[src/rtl/mpbpg_pkg.sv]
`default_nettype none
// ----------------------------------------------------------------------------
// mpbpg_pkg
// Shared widths and types of the multi-port blink pattern generator.
// ----------------------------------------------------------------------------
package mpbpg_pkg;

  localparam int MAX_PORTS = 8;
  localparam int PORT_W    = 3;
  localparam int MS_W      = 16;
  localparam int TICKS_W   = 16;
  localparam int REPS_W    = 8;

  // item kinds
  localparam logic KIND_TICK  = 1'b0;
  localparam logic KIND_START = 1'b1;

  // per-channel update control for one item
  typedef struct packed {
    logic               tick;       // timer tick item is being applied
    logic               start;      // start item addressed to this channel
    logic               load;       // start item also loads a burst
    logic               level;      // first level of the start item
    logic [TICKS_W-1:0] on_ticks;
    logic [TICKS_W-1:0] off_ticks;
    logic [REPS_W-1:0]  reps;
  } chan_ctl_t;

endpackage
`default_nettype wire

[src/rtl/mpbpg_in_if.sv]
`default_nettype none
// ----------------------------------------------------------------------------
// mpbpg_in_if
// Item channel into the blink generator: valid/ready plus item fields.
// ----------------------------------------------------------------------------
interface mpbpg_in_if;
  import mpbpg_pkg::*;

  logic              valid;
  logic              ready;
  logic              kind;
  logic [PORT_W-1:0] port;
  logic              first_level;
  logic [MS_W-1:0]   on_ms;
  logic [MS_W-1:0]   off_ms;
  logic [REPS_W-1:0] repeat_count;

  modport source (
    output valid, kind, port, first_level, on_ms, off_ms, repeat_count,
    input  ready
  );
  modport sink (
    input  valid, kind, port, first_level, on_ms, off_ms, repeat_count,
    output ready
  );
endinterface
`default_nettype wire

[src/rtl/mpbpg_out_if.sv]
`default_nettype none
// ----------------------------------------------------------------------------
// mpbpg_out_if
// Result channel of the blink generator: valid/ready plus pin and run masks.
// ----------------------------------------------------------------------------
interface mpbpg_out_if;
  import mpbpg_pkg::*;

  logic                 valid;
  logic                 ready;
  logic [MAX_PORTS-1:0] port_levels;
  logic [MAX_PORTS-1:0] active_ports;

  modport source (
    output valid, port_levels, active_ports,
    input  ready
  );
  modport sink (
    input  valid, port_levels, active_ports,
    output ready
  );
endinterface
`default_nettype wire

[src/rtl/mpbpg_ms2tick.sv]
`default_nettype none
// ----------------------------------------------------------------------------
// mpbpg_ms2tick
// Milliseconds to ticks: ms / TICK_MS, at least 1, via exact reciprocal.
// ----------------------------------------------------------------------------
module mpbpg_ms2tick #(
  parameter int TICK_MS = 10
) (
  input  wire logic [mpbpg_pkg::MS_W-1:0]    ms,
  output      logic [mpbpg_pkg::TICKS_W-1:0] ticks
);
  import mpbpg_pkg::*;

  // ceil(2^32 / TICK_MS); exact quotient for any 16-bit dividend
  localparam logic [63:0] RECIP64 =
    ((64'd1 << 32) + 64'(TICK_MS) - 64'd1) / 64'(TICK_MS);
  localparam logic [32:0] RECIP = RECIP64[32:0];
  localparam int PROD_W = MS_W + 33;

  logic [PROD_W-1:0] prod;

  assign prod  = PROD_W'(ms) * PROD_W'(RECIP);
  assign ticks = (ms >= MS_W'(TICK_MS)) ? prod[32 +: TICKS_W] : TICKS_W'(1);

endmodule
`default_nettype wire

[src/rtl/mpbpg_chan.sv]
`default_nettype none
// ----------------------------------------------------------------------------
// mpbpg_chan
// One blink channel: pin level, burst counters and the enable flag.
// ----------------------------------------------------------------------------
module mpbpg_chan (
  input  wire logic                 clk,
  input  wire logic                 rst_n,
  input  wire mpbpg_pkg::chan_ctl_t ctl,
  output      logic                 pin,
  output      logic                 enabled
);
  import mpbpg_pkg::*;

  logic               pin_r, pin_nxt;
  logic               en_r, en_nxt;
  logic               lvl_r, lvl_nxt;
  logic [REPS_W-1:0]  blinks_r, blinks_nxt;
  logic [TICKS_W-1:0] on_rl_r, on_rl_nxt;
  logic [TICKS_W-1:0] off_rl_r, off_rl_nxt;
  logic [TICKS_W-1:0] on_cnt_r, on_cnt_nxt;
  logic [TICKS_W-1:0] off_cnt_r, off_cnt_nxt;

  always_comb begin
    pin_nxt     = pin_r;
    en_nxt      = en_r;
    lvl_nxt     = lvl_r;
    blinks_nxt  = blinks_r;
    on_rl_nxt   = on_rl_r;
    off_rl_nxt  = off_rl_r;
    on_cnt_nxt  = on_cnt_r;
    off_cnt_nxt = off_cnt_r;
    if (ctl.start) begin
      pin_nxt = ctl.level;
      if (ctl.load) begin
        en_nxt      = 1'b1;
        lvl_nxt     = ctl.level;
        blinks_nxt  = ctl.reps;
        on_rl_nxt   = ctl.on_ticks;
        off_rl_nxt  = ctl.off_ticks;
        on_cnt_nxt  = ctl.on_ticks;
        off_cnt_nxt = ctl.off_ticks;
      end
    end else if (ctl.tick && en_r) begin
      if (blinks_r != '0) begin
        if (on_cnt_r != '0) begin
          on_cnt_nxt = on_cnt_r - TICKS_W'(1);
          if (on_cnt_r == TICKS_W'(1)) begin
            pin_nxt = ~lvl_r;
          end
        end else if (off_cnt_r != '0) begin
          off_cnt_nxt = off_cnt_r - TICKS_W'(1);
        end else begin
          // one blink done: reload and go back to the first level if more remain
          blinks_nxt  = blinks_r - REPS_W'(1);
          if (blinks_r != REPS_W'(1)) begin
            pin_nxt = lvl_r;
          end
          on_cnt_nxt  = on_rl_r;
          off_cnt_nxt = off_rl_r;
        end
      end else begin
        pin_nxt = ~lvl_r;
        en_nxt  = 1'b0;
      end
    end
  end

  always_ff @(posedge clk) begin
    if (!rst_n) begin
      pin_r <= 1'b0;
      en_r  <= 1'b0;
    end else begin
      pin_r <= pin_nxt;
      en_r  <= en_nxt;
    end
  end

  // burst payload is only read while the channel is enabled
  always_ff @(posedge clk) begin
    lvl_r     <= lvl_nxt;
    blinks_r  <= blinks_nxt;
    on_rl_r   <= on_rl_nxt;
    off_rl_r  <= off_rl_nxt;
    on_cnt_r  <= on_cnt_nxt;
    off_cnt_r <= off_cnt_nxt;
  end

  assign pin     = pin_r;
  assign enabled = en_r;

endmodule
`default_nettype wire

[src/rtl/multi_port_blink_pattern_generator.sv]
`default_nettype none
// Result: offered once its item has passed the input register and been applied
//   to the channel state, which doubles as the result register.
// Throughput: one item per cycle; the input register and the channel state
//   advance together whenever the result slot is empty or being drained.
// Reset (synchronous, rst_n low): all pins low, all channels idle, no
//   pending item or result.
// ----------------------------------------------------------------------------
// multi_port_blink_pattern_generator
// Drives up to eight pins with blink bursts stepped by timer tick items.
// ----------------------------------------------------------------------------
module multi_port_blink_pattern_generator #(
  parameter int PORTS   = 8,
  parameter int TICK_MS = 10
) (
  input  wire logic  clk,
  input  wire logic  rst_n,
  mpbpg_in_if.sink   in_ch,
  mpbpg_out_if.source out_ch
);
  import mpbpg_pkg::*;

  // --------------------------------------------------------------------------
  // Input register. Holds one item until the channels take it.
  // --------------------------------------------------------------------------
  logic              s1_valid_r;
  logic              s1_kind_r;
  logic [PORT_W-1:0] s1_port_r;
  logic              s1_level_r;
  logic [MS_W-1:0]   s1_on_ms_r;
  logic [MS_W-1:0]   s1_off_ms_r;
  logic [REPS_W-1:0] s1_reps_r;

  logic out_valid_r;
  logic advance;     // item in the input register is applied this cycle
  logic in_xfer;

  // The channel state doubles as the result register: it only moves when the
  // previous result has been taken, so the outputs read it directly.
  assign advance      = s1_valid_r && (!out_valid_r || out_ch.ready);
  assign in_ch.ready  = !s1_valid_r || advance;
  assign in_xfer      = in_ch.valid && in_ch.ready;

  always_ff @(posedge clk) begin
    if (!rst_n) begin
      s1_valid_r  <= 1'b0;
      out_valid_r <= 1'b0;
    end else begin
      if (in_ch.ready) begin
        s1_valid_r <= in_ch.valid;
      end
      if (advance) begin
        out_valid_r <= 1'b1;
      end else if (out_ch.ready) begin
        out_valid_r <= 1'b0;
      end
    end
  end

  always_ff @(posedge clk) begin
    if (in_xfer) begin
      s1_kind_r   <= in_ch.kind;
      s1_port_r   <= in_ch.port;
      s1_level_r  <= in_ch.first_level;
      s1_on_ms_r  <= in_ch.on_ms;
      s1_off_ms_r <= in_ch.off_ms;
      s1_reps_r   <= in_ch.repeat_count;
    end
  end

  // --------------------------------------------------------------------------
  // Time conversion: one constant-reciprocal multiply per phase length.
  // --------------------------------------------------------------------------
  logic [TICKS_W-1:0] on_ticks;
  logic [TICKS_W-1:0] off_ticks;

  mpbpg_ms2tick #(.TICK_MS(TICK_MS)) u_on_conv (
    .ms    (s1_on_ms_r),
    .ticks (on_ticks)
  );

  mpbpg_ms2tick #(.TICK_MS(TICK_MS)) u_off_conv (
    .ms    (s1_off_ms_r),
    .ticks (off_ticks)
  );

  // --------------------------------------------------------------------------
  // Decode. A start beyond the configured port count is dropped; a start with
  // zero on time or zero repeats only sets the pin level.
  // --------------------------------------------------------------------------
  logic do_tick;
  logic do_start;
  logic do_load;

  assign do_tick  = advance && (s1_kind_r == KIND_TICK);
  assign do_start = advance && (s1_kind_r == KIND_START) &&
                    ({1'b0, s1_port_r} < (PORT_W + 1)'(PORTS));
  assign do_load  = (s1_on_ms_r != '0) && (s1_reps_r != '0);

  // --------------------------------------------------------------------------
  // Channels. All enabled channels step in parallel on a tick.
  // --------------------------------------------------------------------------
  logic [MAX_PORTS-1:0] levels;
  logic [MAX_PORTS-1:0] actives;

  for (genvar g = 0; g < MAX_PORTS; g++) begin : g_chan
    if (g < PORTS) begin : g_used
      chan_ctl_t ctl;

      always_comb begin
        ctl.tick      = do_tick;
        ctl.start     = do_start && (s1_port_r == PORT_W'(g));
        ctl.load      = do_load;
        ctl.level     = s1_level_r;
        ctl.on_ticks  = on_ticks;
        ctl.off_ticks = off_ticks;
        ctl.reps      = s1_reps_r;
      end

      mpbpg_chan u_chan (
        .clk     (clk),
        .rst_n   (rst_n),
        .ctl     (ctl),
        .pin     (levels[g]),
        .enabled (actives[g])
      );
    end else begin : g_unused
      // ports past the configured count read as zero
      assign levels[g]  = 1'b0;
      assign actives[g] = 1'b0;
    end
  end

  // --------------------------------------------------------------------------
  // Result channel.
  // --------------------------------------------------------------------------
  assign out_ch.valid        = out_valid_r;
  assign out_ch.port_levels  = levels;
  assign out_ch.active_ports = actives;

endmodule
`default_nettype wire

[src/flat_wrapper.sv]
// flat-port wrapper written by rule: the top's interface ports become plain ports
module multi_port_blink_pattern_generator_flat import mpbpg_pkg::*;
#(
  parameter int PORTS   = 8,
  parameter int TICK_MS = 10
)
  (clk, rst_n, in_ch_valid, in_ch_kind, in_ch_port, in_ch_first_level, in_ch_on_ms, in_ch_off_ms, in_ch_repeat_count, in_ch_ready, out_ch_valid, out_ch_port_levels, out_ch_active_ports, out_ch_ready);
  mpbpg_in_if in_ch_i ();
  mpbpg_out_if out_ch_i ();
  input  wire logic clk;
  input  wire logic rst_n;
  input wire logic [$bits(in_ch_i.valid)-1:0] in_ch_valid;
  input wire logic [$bits(in_ch_i.kind)-1:0] in_ch_kind;
  input wire logic [$bits(in_ch_i.port)-1:0] in_ch_port;
  input wire logic [$bits(in_ch_i.first_level)-1:0] in_ch_first_level;
  input wire logic [$bits(in_ch_i.on_ms)-1:0] in_ch_on_ms;
  input wire logic [$bits(in_ch_i.off_ms)-1:0] in_ch_off_ms;
  input wire logic [$bits(in_ch_i.repeat_count)-1:0] in_ch_repeat_count;
  output wire logic [$bits(in_ch_i.ready)-1:0] in_ch_ready;
  output wire logic [$bits(out_ch_i.valid)-1:0] out_ch_valid;
  output wire logic [$bits(out_ch_i.port_levels)-1:0] out_ch_port_levels;
  output wire logic [$bits(out_ch_i.active_ports)-1:0] out_ch_active_ports;
  input wire logic [$bits(out_ch_i.ready)-1:0] out_ch_ready;
  assign in_ch_i.valid = in_ch_valid;
  assign in_ch_i.kind = in_ch_kind;
  assign in_ch_i.port = in_ch_port;
  assign in_ch_i.first_level = in_ch_first_level;
  assign in_ch_i.on_ms = in_ch_on_ms;
  assign in_ch_i.off_ms = in_ch_off_ms;
  assign in_ch_i.repeat_count = in_ch_repeat_count;
  assign in_ch_ready = in_ch_i.ready;
  assign out_ch_valid = out_ch_i.valid;
  assign out_ch_port_levels = out_ch_i.port_levels;
  assign out_ch_active_ports = out_ch_i.active_ports;
  assign out_ch_i.ready = out_ch_ready;
  multi_port_blink_pattern_generator #(.PORTS(PORTS), .TICK_MS(TICK_MS)) u_core (.clk(clk), .rst_n(rst_n), .in_ch(in_ch_i), .out_ch(out_ch_i));
endmodule
[config.mk]
export PLATFORM = sky130hd
export DESIGN_NAME = multi_port_blink_pattern_generator_flat
export DESIGN_NICKNAME = d
export VERILOG_FILES = /design/src/rtl/mpbpg_pkg.sv /design/src/rtl/mpbpg_in_if.sv /design/src/rtl/mpbpg_out_if.sv /design/src/rtl/mpbpg_ms2tick.sv /design/src/rtl/mpbpg_chan.sv /design/src/rtl/multi_port_blink_pattern_generator.sv /design/src/flat_wrapper.sv
export SDC_FILE = /design/constraint.sdc
export NUM_CORES = 1
export LEC_CHECK = 0
export ABC_AREA = 0
export BUFFER_PORTS_ARGS = -buffer_cell sky130_fd_sc_hd__buf_2
export CORE_UTILIZATION = 64
export CTS_CLUSTER_DIAMETER = 100
export CTS_CLUSTER_SIZE = 8
export DETAILED_ROUTE_END_ITERATION = 7
export PLACE_DENSITY = 0.81
export SLEW_MARGIN = 20
export SYNTH_ARGS = -nofsm -noshare
export SYNTH_HDL_FRONTEND = slang
export SYNTH_SLANG_ARGS = --single-unit
[constraint.sdc]
create_clock -name clk -period 6.9 [get_ports clk]
set_input_delay 0.69 -clock clk [delete_from_list [all_inputs] [get_ports clk]]
set_output_delay 0.69 -clock clk [all_outputs]
set_load 0.01 [all_outputs]
==> qor.yml <==
outcome:
  status: "finished, final reports clean"
logic_synthesis:
  synth_top_family_by_area: "adder cells"
  yosysWarnings: 0
  yosysSeqAreaShare_pct: 45.5
  syn-cell-area_um2: 39100
  syn_area_per_cell_um2: 10.6
  muxShareOfSynthArea_pct: 0.441
  syn-num-nets: 4224
  async_flop_share_pct: 0
  synth_edf_count: 581
  synthCells: 3684
  synth_compound_area_share_pct: 12.0
  synthFlopType: "edfxtp_1"
  synth_fa_ha_area_share_pct: 18.8
  synth_seq_cells: 599
  synthDistinctLibCells: 70
  synthSimpleGateAreaFrac_pct: 12.5
  synth_xor_area_share_pct: 5.24
cts:
  clkTransAtPathRegs_ps: 50
  clock-root-buffer: "clkbuf_16"
  h-tree-depth: 3
  clkLatencyLatePin_ps: 660
  cts_buffer_depth: 3
  hold_buffers: 0
  cts_tree: "done"
  cts_buffers: 85
  cts.sinks: 599
global_routing:
  grt_pass1_wl_um: 157000
  overflow: 0
  grt_pass1_vias: 28800
  grt_usage_pct: 32.7
  antenna_found_initial: 3
  grt_max_degree: 46
place:
  port_buffers: 66
  placed_cells: 4489
  hpwl_um: 71800
  gp_congestion: 0.951
timing:
  layout_min_cycle_time_ps: 6650
  relSlewSlack_pct: 33.5
  tightest_slew_ps: 993
  fmax_ghz: 0.150
  rsz0062_at_grt: "false"
  fin_setup_tns_ps: 0
  slew_violations: 0
  hold_viol_final: 0
  finalSetupViolations: 0
  min_period_over_period_pct: 96.3
  skew_ps: 30.4
critical_path:
  path_class: "flop to flop"
  end_kind: "flop"
  path_cells: "inv_1 > ha_1 > inv_1 > fa_1 > fa_1 > inv_1 > fa_1 > fa_1 > inv_1 > fa_1 > inv_1 > ha_1 > nand4_1 > nor2_1 > a31oi_1 > o21ai_0 > o21ai_0 > nand2_1 > a221oi_1 > xor2_1 > buf_4 > o32ai_1"
  cp_num_buf_inv: 6
  slowest_delay_ps: 580
  cpMaxStageDelayCell: "fa_1"
  timing.rr.start: "u_core.s1_off_ms_r[10]"
  start_kind: "flop"
  worst_ep_required_time_ps: 7260
  rrSetupSlack_ps: 250
  r2r_end: "u_core.g_chan[4].g_used.u_chan.off_cnt_r[6]"
  critPathMaxFanout: 8
  cp_top_family: "adder cells"
  r2r_cells: 22
  critPathArrivalTime_ps: 7010
layout:
  drive_gt1_share_pct: 8.29
  num_antenna_cells: 0
  areaGrowthSynthToFinish_pct: 10.3
  most-common-layout-cells: "edfxtp_1, inv_1, ha_1"
  final_common_cell: "edfxtp_1"
  finalNonFillerCells: 4632
  final_core_util_pct: 71.5
  final_nets: 4337
floorplanning:
  initial_core_util_pct: 64.9
  die_w_um: 249
  rows: 90
  io_pins: 67
  die-area_um2: 62200
  die_y_um: 249
  core_area_um2: 60400
pwr:
  switching_power_mw: 9.79
  combPwrFrac_pct: 57.0
  leakagePower_nw: 17.0
  seq_power_share_pct: 24.2
  power_mw: 20.8
  p_int_mw: 11.0
  peakVddDrop_uv: 626
  p_per_area_nw_per_um2: 481
  clkPwrFrac_pct: 18.8
  swShare_pct: 47.1
drt:
  viasPerCell: 6.36
  wl_per_cell_um: 22.0
  detail-route-antenna-nets: 0
  drt-total-wl_um: 102000
  drt_iter0_markers: 3057
  drt_first_pass_iters: 6
  vias: 29500
  drcViolationCount: 0
worst_hold_path:
  worstHoldPathCells: 1
  min_to: "u_core.s1_port_r[1]"
  hp-class: "input port to flop"
  min_from: "in_ch_port[1]"
flow_run:
  maxCapViolCount: 0
[sequential cells by signal, indices dropped and copies added (netlist names)]
register                               flops
u_core.s1_reps_r                           8
u_core.s1_off_ms_r                        16
u_core.g_chan.g_used.u_chan.pin            8
u_core.s1_kind_r                           1
u_core.g_chan.g_used.u_chan.enabled        8
u_core.s1_port_r                           3
u_core.g_chan.g_used.u_chan.off_rl_r     104
u_core.s1_valid_r                          1
u_core.g_chan.g_used.u_chan.off_cnt_r    128
u_core.s1_on_ms_r                         16
u_core.g_chan.g_used.u_chan.on_rl_r      104
u_core.g_chan.g_used.u_chan.blinks_r      64
u_core.g_chan.g_used.u_chan.lvl_r          8
u_core.s1_level_r                          1
u_core.out_ch.valid                        1
u_core.g_chan.g_used.u_chan.on_cnt_r     128
[stage by stage]
stage | hold WS, ps | setup WS, ps | instance area (um2)
final | 219 | 254 | 43200
after global routing | 215 | 7.17 | 43200
after CTS | 203 | 113 | 43100
after detailed placement | 493 | 148 | 40600
after global placement | 481 | 232 | 40600
after floorplan | 445 | 716 | 39100
[logic make-up (layout without fill, tap and decap cells)]
group | count (synthesis) | count (layout)
XOR/XNOR | 234 | 234
multiplexers | 17 | 17
AO/OA/AOI/OAI | 779 | 779
AND/OR/NAND/NOR | 1007 | 1007
adder cells (fa/ha/maj) | 491 | 491
buffers and inverters | 557 | 723
flip-flops | 599 | 599
[power by group through the flow]
stage	logic (mW)	clock network [mW]	registers [mW]
final	11.8	3.90	5.04
after floorplan	6.00	0	5.06
after global routing	12.6	4.04	5.04
after global placement	11.2	0	5.10
after detailed placement	11.4	0	5.10
after CTS	11.5	3.91	5.03
[repair_timing]
action / CTS / global route
resized for setup: 0 / 10
buffers inserted: 0 / 3
setup endpoints to repair: 0 / 81
[cells in the mapped netlist (all sizes together), types with 6 or more instances]
cell	count	area, um2
edfxtp	581	17400
inv	423	1590
ha	327	4090
nand2	289	1080
o21ai	252	1260
nor2	248	931
a21oi	203	1020
fa	164	3280
xnor2	132	1160
nor3	125	631
clkbuf	110	413
xor2	102	893
o211ai	81	608
o22ai	77	488
nand3	50	250
or3	50	313
nor4	48	307
o31ai	32	245
a211oi	30	225
or4	30	233
nand2b	28	175
a21o	24	180
buf	24	154
nor2b	23	144
nand4	21	131
or2	21	131
a31oi	19	119
dfxtp	18	360
mux2i	15	150
and3	14	87.6
nand3b	11	82.6
nor3b	11	82.6
nor4b	11	96.3
o21a	10	75.1
o41ai	9	93.8
and2	8	50.1
nand4b	6	52.6
o21bai	6	45.0
[worst max-delay path by stage]
stage | startpoint | end | slack, ps | depth (start not counted)
final | u_core.s1_off_ms_r[10] | u_core.g_chan[4].g_used.u_chan.off_cnt_r[6] | 250 | 22
after floorplan | u_core.s1_off_ms_r[1] | u_core.g_chan[0].g_used.u_chan.off_rl_r[11] | 720 | 20
after detailed placement | u_core.s1_on_ms_r[10] | u_core.g_chan[7].g_used.u_chan.on_rl_r[5] | 150 | 21
after CTS | u_core.s1_on_ms_r[10] | u_core.g_chan[6].g_used.u_chan.on_rl_r[5] | 110 | 21
after global routing | u_core.s1_off_ms_r[1] | u_core.g_chan[4].g_used.u_chan.off_cnt_r[6] | 7 | 21
after global placement | u_core.s1_on_ms_r[10] | u_core.g_chan[7].g_used.u_chan.on_rl_r[5] | 230 | 21
[layout make-up]
type / instances / area, um2
clock buffers: 132 / 2310
clock inverters: 8 / 153
fillers: 4200 / 17200
inverters: 423 / 1590
multi-input cells: 2528 / 19300
flip-flops and latches: 599 / 17800
well taps: 782 / 978
repair buffers: 160 / 1050
[metal layers]
layer	global-route usage, %	wire (um)	up-vias
li1	-	-	13400
met1	42.7	38900	14200
met2	53.8	48100	1652
met3	6.08	10700	275
met4	14.1	4330	0
met5	0	0	-
(Power assumes the default switching activity.)
